==> src/sv/kwm_ram.sv <==
// ============================================================================
// kwm_ram
// Generic synchronous RAM with one write port and two read ports.
// Read data is registered and appears in the cycle after the address.
// ============================================================================
module kwm_ram #(
    parameter int WIDTH = 8,
    parameter int DEPTH = 16
) (
    input  logic                     clk,
    input  logic                     wr_en,
    input  logic [$clog2(DEPTH)-1:0] wr_addr,
    input  logic [WIDTH-1:0]         wr_data,
    input  logic [$clog2(DEPTH)-1:0] rd_addr_a,
    output logic [WIDTH-1:0]         rd_data_a,
    input  logic [$clog2(DEPTH)-1:0] rd_addr_b,
    output logic [WIDTH-1:0]         rd_data_b
);

    logic [WIDTH-1:0] mem_reg [DEPTH];
    logic [WIDTH-1:0] rd_data_a_reg;
    logic [WIDTH-1:0] rd_data_b_reg;

    // Storage array and registered read ports.
    always_ff @(posedge clk)
    begin
        if (wr_en)
        begin
            mem_reg[wr_addr] <= wr_data;
        end
        rd_data_a_reg <= mem_reg[rd_addr_a];
        rd_data_b_reg <= mem_reg[rd_addr_b];
    end

    assign rd_data_a = rd_data_a_reg;
    assign rd_data_b = rd_data_b_reg;

endmodule

==> config.mk <==
export PLATFORM = sky130hd
export DESIGN_NAME = kwm_ram
export DESIGN_NICKNAME = d
export VERILOG_FILES = /design/src/sv/kwm_ram.sv
export SDC_FILE = /design/constraint.sdc
export NUM_CORES = 1
export LEC_CHECK = 0
export BUFFER_PORTS_ARGS = -buffer_cell sky130_fd_sc_hd__buf_4
export CAP_MARGIN = 20
export CELL_PAD_IN_SITES_DETAIL_PLACEMENT = 0
export CELL_PAD_IN_SITES_GLOBAL_PLACEMENT = 1
export CORE_AREA = 3 3 117 119
export DETAILED_ROUTE_END_ITERATION = 10
export DIE_AREA = 0 0 120 122
export PLACE_DENSITY = 0.82
export SYNTH_ARGS = -nofsm -noshare
export SYNTH_HDL_FRONTEND = slang
export SYNTH_SLANG_ARGS = --single-unit
==> constraint.sdc <==
create_clock -name clk -period 3.36 [get_ports clk]
set_clock_uncertainty 0.05 [all_clocks]
set_input_delay 0.84 -clock clk [delete_from_list [all_inputs] [get_ports clk]]
set_output_delay 0.84 -clock clk [all_outputs]
set_load 0.05 [all_outputs]
==> out/results.ini <==
[die]
row_count=41
core-area_um2=12700
die_w_um=120
die_h_um=122
pin_count=38
die-area_um2=14600
initial_core_util_pct=50.1

[logic_synthesis]
synth_fa_ha_area_share_pct=0
yosys.area_share.simple_pct=3.43
synth_top_family_by_area=multiplexers
synth-xor-area-share_pct=0
yosysSeqAreaShare_pct=65.6
synth-compound-area-share_pct=3.79
synthMuxAreaShare_pct=24.4
syn_area_um2=6350
ys_warn_count=0
syn_area_per_cell_um2=20.7
synthDistinctLibCells=20
synth_seq_cells=144
netlist_instances=307
syn-num-nets=329

[power_and_ir_drop]
max-vdd-ir-drop_uv=381
p_per_area_nw_per_um2=590
power_leakage_nw=2.57

[place]
dpl_cell_area_um2=6790
numPortBuffers=37
dpl.cell_count=512
place_congestion=0.761
dp_hpwl_mm=8.46

[critical_path]
r2r_slack_ns=1.88
crit_required_ns=3.61
cp.arrival_ns=2.37
cp_cell_sequence=buf_4 -> mux4_1 -> a22oi_1 -> nand2_1
endpoint_kind=flip-flop
path_buf_inv=1
crit_path_max_fanout=32
crit_family=multiplexers
max_stage_delay_ns=0.62
critPathLaunchType=primary input
slowest_stage=mux4_1
crit_type=in2reg

[timing]
fin_setup_tns_ns=0
setup_viol=0
finalCritPeriodShare_pct=63.2
fin_hold_ws_ns=0.656
min_period_ns=2.12
max_clock_freq_ghz=0.471
worst_pin_slew_ns=0.886
relSlewSlack_pct=40.7
hold_violations=0
slew_violations=0
rsz0062_at_grt=false

[global_routing]
grt_max_degree=33
antenna_found_initial=0
grt_pass1_vias=3480
overflow=0
track_usage_pct=20.2
grt_pass1_wl_mm=20.9

[cells_and_area]
layout-drive-gt1-share_pct=32.0
instances_no_fill=544
fin_area_um2=7420
num_antenna_cells=0
final_common_cell=edfxtp_1
finalNetCount=381
final_cell_mix=edfxtp_1, buf_4, mux4_2
syn_to_final_growth_pct=16.9
largest_reg_flops=128
fillers=928

[routing]
wl_per_cell_um=25.1
vias=3330
drtAntennaViolNets=0
routed_wl_mm=13.7
drc=0
drt_iter0_markers=323
first_pass_iters=5
via_per_inst=6.12

[clocking]
cts_resized=0
path_clk_slew_ns=0.05
ctsHoldBuffers=0
cts_made_buffers=17
clk_latency_ns=0.42
tritoncts=built
post_cts_buffers=0
clockBufferDepth=2
cts_root_buffer=clkbuf_16
htreeDepth=4
cts_sinks=144

[hold_path]
hp-class=reg2reg

[run_status]
run_status=finished, final reports clean

[job]
maxCapViolCount=0

==> where the power goes <==
| group | internal, mW | switching (mW) | leakage, nW | total (mW) |
|---|---|---|---|---|
| logic | 0.151 | 0.229 | 0.975 | 0.380 |
| clock network | 1.29 | 0.678 | 0.304 | 1.97 |
| registers | 2.00 | 0.0233 | 1.29 | 2.03 |
==> stage by stage <==
step                      setup slack, ns  utilization [%]  power [mW]
after global routing                 1.12             58.5        4.53
after CTS                            1.20             58.5        4.40
after detailed placement            0.770             53.6        2.45
after global placement              0.774             53.6        2.44
after floorplan                     0.977                -        2.32
final                                1.24             58.5        4.38
==> layer usage <==
| layer | track usage, % | vias to the layer above | routed length, um |
|---|---|---|---|
| met5 | 0 | - | 0 |
| li1 | - | 1440 | - |
| met4 | 6.08 | 0 | 180 |
| met3 | 5.25 | 16 | 900 |
| met2 | 33.8 | 122 | 7160 |
| met1 | 26.4 | 1752 | 5440 |
==> worst paths after layout <==
check,from,end,cells past startpoint
max,rd_addr_a[0],rd_data_a[6],4
min,mem_reg[7][5],rd_data_a[5],3
max reg2reg,mem_reg[3][0],rd_data_a[0],3
min reg2reg,mem_reg[7][5],rd_data_a[5],3
==> cell usage after synthesis <==
cell | instances | area, um^2
buf_4 | 2 | 15.0
and2_1 | 2 | 12.5
nor3_1 | 4 | 20.0
dfxtp_1 | 16 | 320
nand2b_1 | 2 | 12.5
edfxtp_1 | 128 | 3840
or3b_2 | 1 | 8.76
mux4_1 | 28 | 736
nand2_1 | 17 | 63.8
nand3b_1 | 2 | 15.0
nor2_1 | 14 | 52.6
mux4_2 | 34 | 766
mux4_4 | 2 | 50.1
and2b_1 | 2 | 15.0
nor2b_1 | 2 | 12.5
nand3_1 | 1 | 5.00
buf_6 | 6 | 67.6
buf_2 | 6 | 30.0
a22oi_1 | 32 | 240
clkdlybuf4s25_2 | 6 | 60.1
==> layout make-up <==
cell class              instances  area [um^2]  area share [%]
flip-flops and latches        144         4160            56.1
clock buffers                  21          470            6.34
repair buffers                 53          398            5.36
well taps                     172          215            2.90
clock inverters                11          161            2.18
multi-input cells             143         2010            27.1
==> worst min-delay path, cell delays in order, from the launching register on <==
cell	delay (ns)
edfxtp_1	0.33
mux4_2	0.23
a22oi_1	0.06
nand2_1	0.06
==> logic make-up (layout without fill, tap and decap cells) <==
family                 after synthesis  count (layout)
DFF                                144             144
muxes                               64              64
and+or+nand+nor                     47              47
AOI/OAI and AO/OA                   32              32
buffers and inverters               20              85
Power figures use the tool's default switching activity.
